$ cat src/sv/m3i_pkg.sv
package m3i_pkg;

  // Datapath widths
  localparam int ELEM_W  = 32;
  localparam int PROD_W  = 64;
  localparam int COF_W   = 65;
  localparam int PART_W  = 65;
  localparam int DET_W   = 99;
  localparam int DMAG_W  = 98;
  localparam int Q_W     = 32;
  localparam int CMP_W   = DMAG_W + Q_W + 1;
  localparam int N_ELEM  = 9;
  localparam int N_EXP   = 3;
  localparam int DIV_STG = Q_W + 1;

  // Pipeline depth from accepted item to result strobe
  localparam int FRONT_LAT = 6;
  localparam int LATENCY   = FRONT_LAT + 1 + DIV_STG + 1;

  typedef enum logic [1:0] {
    ST_OK       = 2'd0,
    ST_SINGULAR = 2'd1,
    ST_SAT      = 2'd2
  } status_t;

  typedef struct packed {
    logic signed [ELEM_W-1:0] in_e0;
    logic signed [ELEM_W-1:0] in_e1;
    logic signed [ELEM_W-1:0] in_e2;
    logic signed [ELEM_W-1:0] in_e3;
    logic signed [ELEM_W-1:0] in_e4;
    logic signed [ELEM_W-1:0] in_e5;
    logic signed [ELEM_W-1:0] in_e6;
    logic signed [ELEM_W-1:0] in_e7;
    logic signed [ELEM_W-1:0] in_e8;
  } in_item_t;

  typedef struct packed {
    logic signed [ELEM_W-1:0] out_e0;
    logic signed [ELEM_W-1:0] out_e1;
    logic signed [ELEM_W-1:0] out_e2;
    logic signed [ELEM_W-1:0] out_e3;
    logic signed [ELEM_W-1:0] out_e4;
    logic signed [ELEM_W-1:0] out_e5;
    logic signed [ELEM_W-1:0] out_e6;
    logic signed [ELEM_W-1:0] out_e7;
    logic signed [ELEM_W-1:0] out_e8;
    logic signed [63:0]       det_value;
    status_t                  status_code;
  } out_item_t;

  // What one divider lane hands to the merge stage.
  typedef struct packed {
    logic           big;
    logic           neg;
    logic [Q_W-1:0] quo;
  } lane_res_t;

  typedef logic [3:0] idx_t;

  // Cofactor k is e[a]*e[b] - e[c]*e[d].
  localparam idx_t COF_IDX [N_ELEM][4] = '{
    '{4'd4, 4'd8, 4'd5, 4'd7}, '{4'd2, 4'd7, 4'd1, 4'd8}, '{4'd1, 4'd5, 4'd2, 4'd4},
    '{4'd5, 4'd6, 4'd3, 4'd8}, '{4'd0, 4'd8, 4'd2, 4'd6}, '{4'd2, 4'd3, 4'd0, 4'd5},
    '{4'd3, 4'd7, 4'd4, 4'd6}, '{4'd6, 4'd1, 4'd0, 4'd7}, '{4'd0, 4'd4, 4'd1, 4'd3}
  };

  // Elements that multiply the first three cofactors in the determinant.
  localparam idx_t DET_IDX [N_EXP] = '{4'd0, 4'd3, 4'd6};

endpackage

$ cat src/sv/m3i_merge.sv
module m3i_merge #(
  parameter int FRAC_BITS = 16
) (
  input  logic                           clk,
  input  m3i_pkg::lane_res_t             res_i [m3i_pkg::N_ELEM],
  input  logic [m3i_pkg::DMAG_W-1:0]     d_i,
  input  logic                           dneg_i,
  output m3i_pkg::out_item_t             out_o
);

  localparam logic [m3i_pkg::Q_W-1:0] Q_NEG_LIM = {1'b1, {(m3i_pkg::Q_W-1){1'b0}}};
  localparam logic [m3i_pkg::Q_W-1:0] Q_POS_LIM = {1'b0, {(m3i_pkg::Q_W-1){1'b1}}};
  localparam logic [63:0] D_NEG_LIM = {1'b1, 63'd0};
  localparam logic [63:0] D_POS_LIM = {1'b0, {63{1'b1}}};

  logic [m3i_pkg::Q_W-1:0]    elem_nxt [m3i_pkg::N_ELEM];
  logic [m3i_pkg::N_ELEM-1:0] sat;
  logic [m3i_pkg::DMAG_W-1:0] dm;
  logic [63:0]                det_nxt;
  logic                       singular;
  m3i_pkg::out_item_t         out_nxt;
  m3i_pkg::out_item_t         out_r;

  // Saturate and sign each lane's quotient.
  always_comb begin
    for (int k = 0; k < m3i_pkg::N_ELEM; k++) begin
      if (res_i[k].neg) begin
        sat[k]      = res_i[k].big || (res_i[k].quo > Q_NEG_LIM);
        elem_nxt[k] = sat[k] ? Q_NEG_LIM : (~res_i[k].quo + 1'b1);
      end else begin
        sat[k]      = res_i[k].big || res_i[k].quo[m3i_pkg::Q_W-1];
        elem_nxt[k] = sat[k] ? Q_POS_LIM : res_i[k].quo;
      end
    end
  end

  // Determinant output, truncated toward zero and saturated.
  always_comb begin
    dm       = d_i >> FRAC_BITS;
    singular = (d_i == '0);
    if (dneg_i) begin
      det_nxt = (dm > m3i_pkg::DMAG_W'(D_NEG_LIM)) ? D_NEG_LIM : (~dm[63:0] + 1'b1);
    end else begin
      det_nxt = (dm > m3i_pkg::DMAG_W'(D_POS_LIM)) ? D_POS_LIM : dm[63:0];
    end
  end

  // Merge the lanes into one result item.
  always_comb begin
    if (singular) begin
      out_nxt             = '0;
      out_nxt.status_code = m3i_pkg::ST_SINGULAR;
    end else begin
      out_nxt.out_e0      = elem_nxt[0];
      out_nxt.out_e1      = elem_nxt[1];
      out_nxt.out_e2      = elem_nxt[2];
      out_nxt.out_e3      = elem_nxt[3];
      out_nxt.out_e4      = elem_nxt[4];
      out_nxt.out_e5      = elem_nxt[5];
      out_nxt.out_e6      = elem_nxt[6];
      out_nxt.out_e7      = elem_nxt[7];
      out_nxt.out_e8      = elem_nxt[8];
      out_nxt.det_value   = det_nxt;
      out_nxt.status_code = (|sat) ? m3i_pkg::ST_SAT : m3i_pkg::ST_OK;
    end
  end

  always_ff @(posedge clk) begin
    out_r <= out_nxt;
  end

  assign out_o = out_r;

endmodule

$ cat config.mk
export PLATFORM = sky130hd
export DESIGN_NAME = m3i_merge
export DESIGN_NICKNAME = d
export VERILOG_FILES = /design/src/sv/m3i_pkg.sv /design/src/sv/m3i_merge.sv
export SDC_FILE = /design/constraint.sdc
export NUM_CORES = 1
export LEC_CHECK = 0
export BUFFER_PORTS_ARGS = -buffer_cell sky130_fd_sc_hd__buf_4
export CORE_AREA = 3 3 296 298
export DETAILED_ROUTE_END_ITERATION = 10
export DIE_AREA = 0 0 299 301
export PLACE_DENSITY = 0.49
export SETUP_SLACK_MARGIN = 0.05
export SYNTH_ARGS = -nofsm -noshare
export SYNTH_HDL_FRONTEND = slang
export SYNTH_SLANG_ARGS = --single-unit
$ cat constraint.sdc
create_clock -name clk -period 3.9 [get_ports clk]
set_input_delay 0.585 -clock clk [delete_from_list [all_inputs] [get_ports clk]]
set_output_delay 0.585 -clock clk [all_outputs]
set_load 0.05 [all_outputs]
Yosys cells after proc, flatten, opt, wreduce, memory -nomap -nowiden
Cells that the tools add are included.
- input port bits: 406
- bits in registers: 354
- muxes and demuxes: 40
- add/subtract/negate cells: 10
- bitwise logic cells: 10
- reduce and logical (&&, ||, !) cells: 20
- magnitude comparators: 11
- operators with widths (cell ; number):
    $mux 32 ; 27
    $add 32x1->32 const B ; 9
    $gt 32x32->1 const B ; 9
    $not 32->32 ; 9
    $mux 64 ; 3
    $logic_not 98->1 ; 1
    $gt 82x63->1 const B ; 1
    $gt 82x64->1 const B ; 1
    $add 64x1->64 const B ; 1
    $not 64->64 ; 1
    $logic_or 1x1->1 ; 18
    $mux 1 ; 9
    $reduce_or 9->1 ; 1
    $mux 2 ; 1

Longest topological paths before layout
- depth in word-level cells: 5
- mapped depth: 12
- gate-level depth less buffers: 9

Least setup slack after synthesis
Ideal clock, no wire load.
- path kind: input to register
- from: input d_i[44] (netlist name)
- to: register out_r, in the netlist out_o[64]
- setup slack: 0.684 ns
- data required time: 3.773 ns
- setup time: 0.127 ns
- stages on the path: 9
- arrival: 3.089 ns
- cells stage by stage: or3_1 -> clkbuf_1 -> or4_4 -> or4_1 -> buf_2 -> or3_4 -> nor2_4 -> a211oi_1 -> or3_1
- cells in the longest elaborated chain, start to end: 4
- elaborated cells between the ends (all ways): 8
- those cells by class: add/sub: 1; order compare: 2; mux: 3; bitwise: 1; reduce/logical: 1
- ends and longest elaborated chain (element ; line ; source):
    start: declaration ; m3i_merge.sv:6 ; input logic [m3i_pkg::DMAG_W-1:0] d_i,
    $not 64->64 ; m3i_merge.sv:42 ; det_nxt = (dm > m3i_pkg::DMAG_W'(D_NEG_LIM)) ? D_NEG_LIM : (~dm[63:0] + 1'b1);
    $add 64x1->64 ; m3i_merge.sv:42 ;
    $mux 64 ; m3i_merge.sv:42 ;
    $mux 64 ; m3i_merge.sv:41 ; if (dneg_i) begin
    end signal: assignment ; m3i_merge.sv:69 ; out_r <= out_nxt;
    end: declaration ; m3i_merge.sv:22 ; m3i_pkg::out_item_t out_r;
Parallel ways exist; a longest one is shown, timed or not.
A chain may end at the register's enable or synchronous reset.

Final worst setup path
- from: input d_i[56] (netlist name)
- to: register out_r, in the netlist out_o[22]
- cells in the longest elaborated chain, start to end: 3
- elaborated cells between the ends (all ways): 6
- those cells by class: order compare: 2; mux: 3; reduce/logical: 1
- ends and longest elaborated chain (element ; line):
    $gt 82x63->1 or $gt 82x64->1 (tied branches) ; m3i_merge.sv:44, m3i_merge.sv:42
    $mux 64, on equally long branches ; m3i_merge.sv:44, m3i_merge.sv:42
    $mux 64 ; m3i_merge.sv:41
Parallel ways exist; a longest one is shown, timed or not.

==> results.rst <==
.. list-table::
   :header-rows: 1

   * - Metric
     - Value
   * - Result of the run
     - finished clean
   * - Comb power frac
     - 26.6%
   * - Final total negative setup slack
     - 0 ns
   * - Power density over the cells
     - a little over 400 nW/um2
   * - Register bit total from synthesis
     - between 300 and 400
   * - Kind of start point of the critical path
     - input pin
   * - Die extent in x
     - 299 um
   * - # DRC
     - 0
   * - Cell area reported after detailed placement
     - 26,920 um2
   * - Synth Flop Type
     - sky130_fd_sc_hd__dfxtp_1
   * - Count of flip-flops with a built-in enable after synthesis
     - 0
   * - Number of clock sinks
     - 354
   * - Leak
     - approximately 12 nW
   * - Period utilization
     - roughly 78%
   * - Area enclosed by the die boundary
     - 90,000 um2
   * - Share of flip-flops with an asynchronous set or reset
     - 0%
   * - Via count of the first global-routing pass
     - approximately 22,000
   * - Fraction of final layout cells sized beyond drive strength 1
     - between 20 and 30%
   * - Critical Path Start
     - d_i[56]
   * - Unrepaired setup endpoints after global routing
     - false
   * - Most instantiated cells after synthesis
     - sky130_fd_sc_hd__nor2_1 (416), sky130_fd_sc_hd__dfxtp_1 (354), sky130_fd_sc_hd__nand2_1 (232)
   * - Height of the chip
     - about 300 um
   * - Cell with the most instances after synthesis
     - sky130_fd_sc_hd__nor2_1
   * - Initial Utilization
     - 23.18%
   * - Number of buffers added to fix hold violations after cts
     - 0
   * - RePlAce Congestion
     - slightly below 0.9
   * - Switching part of the total power
     - between 30% and 40%
   * - Critical path arrival
     - approximately 3.5 ns
   * - Critical-path cell list
     - buf_4 > or4_1 > or4_1 > nor4_1 > a21oi_2 > nand2b_1 > buf_4 > or3b_2 > nand3_1
   * - Net load switching power
     - 4.094 mW
   * - Synthesized area
     - 19,730 um2
   * - Detailed router's first-iteration violation count
     - roughly 1,700
   * - Kind of critical path
     - in -> reg
   * - Worst Hold Class
     - in -> reg
   * - Buffers added on ports
     - approximately 760
   * - Clock tree from TritonCTS
     - done
   * - # rows
     - around 110
   * - Top Ports
     - 760
   * - Routed length per instance
     - roughly 22 um
   * - Initial antenna violation count
     - 19
   * - Required time reported for the critical path endpoint
     - approximately 4.4 ns
   * - Number of flip-flops under the largest register name
     - between 300 and 400
   * - Portion of total power attributed to sequential cells
     - 34.6%
   * - Number of synthesis warnings
     - 0
   * - Delay contributed by the slowest stage of the critical path
     - about 0.62 ns
   * - Minimum clock period
     - ~3.0 ns
   * - First-pass GRT wire length
     - between 100,000 and 150,000 um
   * - Cell chosen for the clock root
     - sky130_fd_sc_hd__clkbuf_16
   * - Final core utilization
     - between 30% and 40%
   * - CP bufs+invs
     - 2
   * - CP Depth
     - 9
   * - Slowest cell on crit path
     - sky130_fd_sc_hd__or4_1
   * - Placed wire-length estimate
     - 79,450 um
   * - Count of nets left with antenna violations after detail routing
     - 0
   * - Worst Max-Slew Pin Slew
     - 1.144 ns
   * - Post-route cell area
     - ~29,000 um2
   * - Category of the worst setup path capture point
     - flip-flop
   * - Largest cells by area after synthesis
     - sky130_fd_sc_hd__dfxtp_1 (36%), sky130_fd_sc_hd__nor2_1 (7.9%), sky130_fd_sc_hd__a21oi_1 (5.5%)
   * - Min setup slack post-route
     - slightly below 0.9 ns
   * - Num CTS Buffers
     - 47
   * - Storage cell area
     - 7087 um2
   * - Pre-CTS worst setup slack
     - around 0.30 ns
   * - Number of H-tree levels
     - 2
   * - Final routed wirelength across all metal layers
     - between 100,000 and 150,000 um
   * - Post-DR vias/cell
     - 5.172
   * - Capture point of the worst path
     - out_o[22]
   * - Count of different cell masters after synthesis
     - 65
   * - Area used by multi-input combinational logic
     - 11,820 um2
   * - Worst VDD drop
     - around 0.30 mV
   * - Cell taking the most area after synthesis
     - sky130_fd_sc_hd__dfxtp_1
   * - Final number of setup-violating endpoints
     - 0
   * - Clock Tree Buf Depth
     - 3
   * - Slew Limit Fails
     - 0
   * - Cells resized by post-CTS repair
     - 0
   * - Final Hold Vio Count
     - 0
   * - Worst slew margin relative to its limit
     - about a quarter
   * - Cells after DPL
     - ~4,500
   * - Post-CTS setup buffers
     - 0
   * - Fraction of power consumed by the clock network
     - approximately 39%
   * - Drt first pass iters
     - 5
   * - Critical-path maximum fanout
     - 14
   * - Mean area per synthesized cell
     - ~7.5 um2
   * - Layout fillers
     - just over 9,000
   * - Floorplan Core Area
     - 85,150 um2
   * - Delay-heaviest family, CP
     - simple AND/OR/NAND/NOR gates
   * - Maximum number of pins on one net before global-route repair
     - 57
   * - Non-filler instance count after layout
     - about 4,600
   * - Internal power summed over all cells
     - between 7 and 8 mW
   * - Number of cells produced by synthesis
     - approximately 2,600
   * - Remaining global-route overflow
     - 0
   * - Max-cap violations
     - 0
   * - CTS clock-pin slew for the worst setup and hold paths
     - around 0.060 ns
   * - Final net count
     - approximately 3,800
   * - Highest clock rate
     - ~330 MHz
   * - Synthesized net count
     - slightly above 3,000
   * - GRT Util Overall
     - 21.38%
   * - Sequential fraction of the synthesis area
     - 35.91%
   * - Area growth syn-to-layout
     - 44.70%
   * - Share of Yosys cell area claimed by the top area cell type
     - 35.91%
   * - Number of vias after detailed routing
     - 23,620
placed cells by master, fill, tap and decap left out, types with 21 or more instances in the layout:
| cell type | count |
|---|---|
| sky130_fd_sc_hd__a211oi_1 | 73 |
| sky130_fd_sc_hd__a21o_1 | 51 |
| sky130_fd_sc_hd__a21oi_1 | 214 |
| sky130_fd_sc_hd__a221oi_1 | 56 |
| sky130_fd_sc_hd__a31oi_1 | 67 |
| sky130_fd_sc_hd__buf_4 | 839 |
| sky130_fd_sc_hd__clkbuf_16 | 47 |
| sky130_fd_sc_hd__dfxtp_1 | 354 |
| sky130_fd_sc_hd__inv_1 | 54 |
| sky130_fd_sc_hd__nand2_1 | 232 |
| sky130_fd_sc_hd__nand3_1 | 48 |
| sky130_fd_sc_hd__nand4_1 | 29 |
| sky130_fd_sc_hd__nor2_1 | 411 |
| sky130_fd_sc_hd__nor3_1 | 155 |
| sky130_fd_sc_hd__nor4_1 | 79 |
| sky130_fd_sc_hd__o21ai_0 | 122 |
| sky130_fd_sc_hd__o311ai_0 | 21 |
| sky130_fd_sc_hd__o31ai_1 | 60 |
| sky130_fd_sc_hd__o41ai_1 | 28 |
| sky130_fd_sc_hd__or2_2 | 30 |
| sky130_fd_sc_hd__or3_1 | 58 |
| sky130_fd_sc_hd__or4_1 | 52 |
| sky130_fd_sc_hd__xnor2_1 | 34 |
area by class of cell:
cell class | count | area share, %
Inverter | 56 | 0.7624
Clock inverter | 21 | 0.9158
Timing Repair Buffer | 842 | 22.27
Tap cell | 1144 | 5.013
Clock buffer | 65 | 4.706
Multi-Input combinational cell | 2071 | 41.40
Antenna cell | 13 | 0.1139
Sequential cell | 354 | 24.82
how the worst min path moves through the flow:
stage,from,end,cells after the start
2_1_floorplan,res_i[28],out_o[94],1
3_3_place_gp,res_i[28],out_o[94],2
3_5_place_dp,res_i[28],out_o[94],2
4_1_cts,res_i[28],out_o[94],2
5_1_grt,res_i[28],out_o[94],2
6_report,res_i[28],out_o[94],2
metrics by stage:
step | power (mW) | hold slack [ns]
floorplan | 5.848 | 0.6806
global placement | 7.249 | 0.7872
detailed placement | 7.243 | 0.7897
CTS | 11.87 | 0.1578
global route | 12.22 | 0.1618
finish | 11.71 | 0.2042
power by group through the flow:
| stage | Combinational, mW | Clock, mW | Sequential (mW) |
|---|---|---|---|
| 2_1_floorplan | 0.700 | 0 | 5.15 |
| 3_3_place_gp | 3.12 | 0 | 4.13 |
| 3_5_place_dp | 3.12 | 0 | 4.12 |
| 4_1_cts | 3.13 | 4.69 | 4.05 |
| 5_1_grt | 3.30 | 4.85 | 4.07 |
| 6_report | 3.11 | 4.54 | 4.05 |
kinds of logic after synthesis:
family / Yosys count / synth area share, %
DFF: 354 / 35.91
xor gates and xnor gates: 45 / 1.997
and+or+nand+nor: 1221 / 30.46
AOI/OAI and AO/OA: 787 / 26.24
adders and majority gates: 10 / 0.6340
muxes: 8 / 0.4058
buffers and inverters: 218 / 4.356
metal layers:
metal / track usage (%) / part of all wire, % / up-vias
met1: 26.67 / 42 / 11310
met4: 5.580 / 2.5 / 8
met2: 36.09 / 48 / 807
met5: 0 / 0.061 / -
li1: - / - / 11360
met3: 6.085 / 7.6 / 133
No activity file was read; power rests on OpenSTA's default activity.
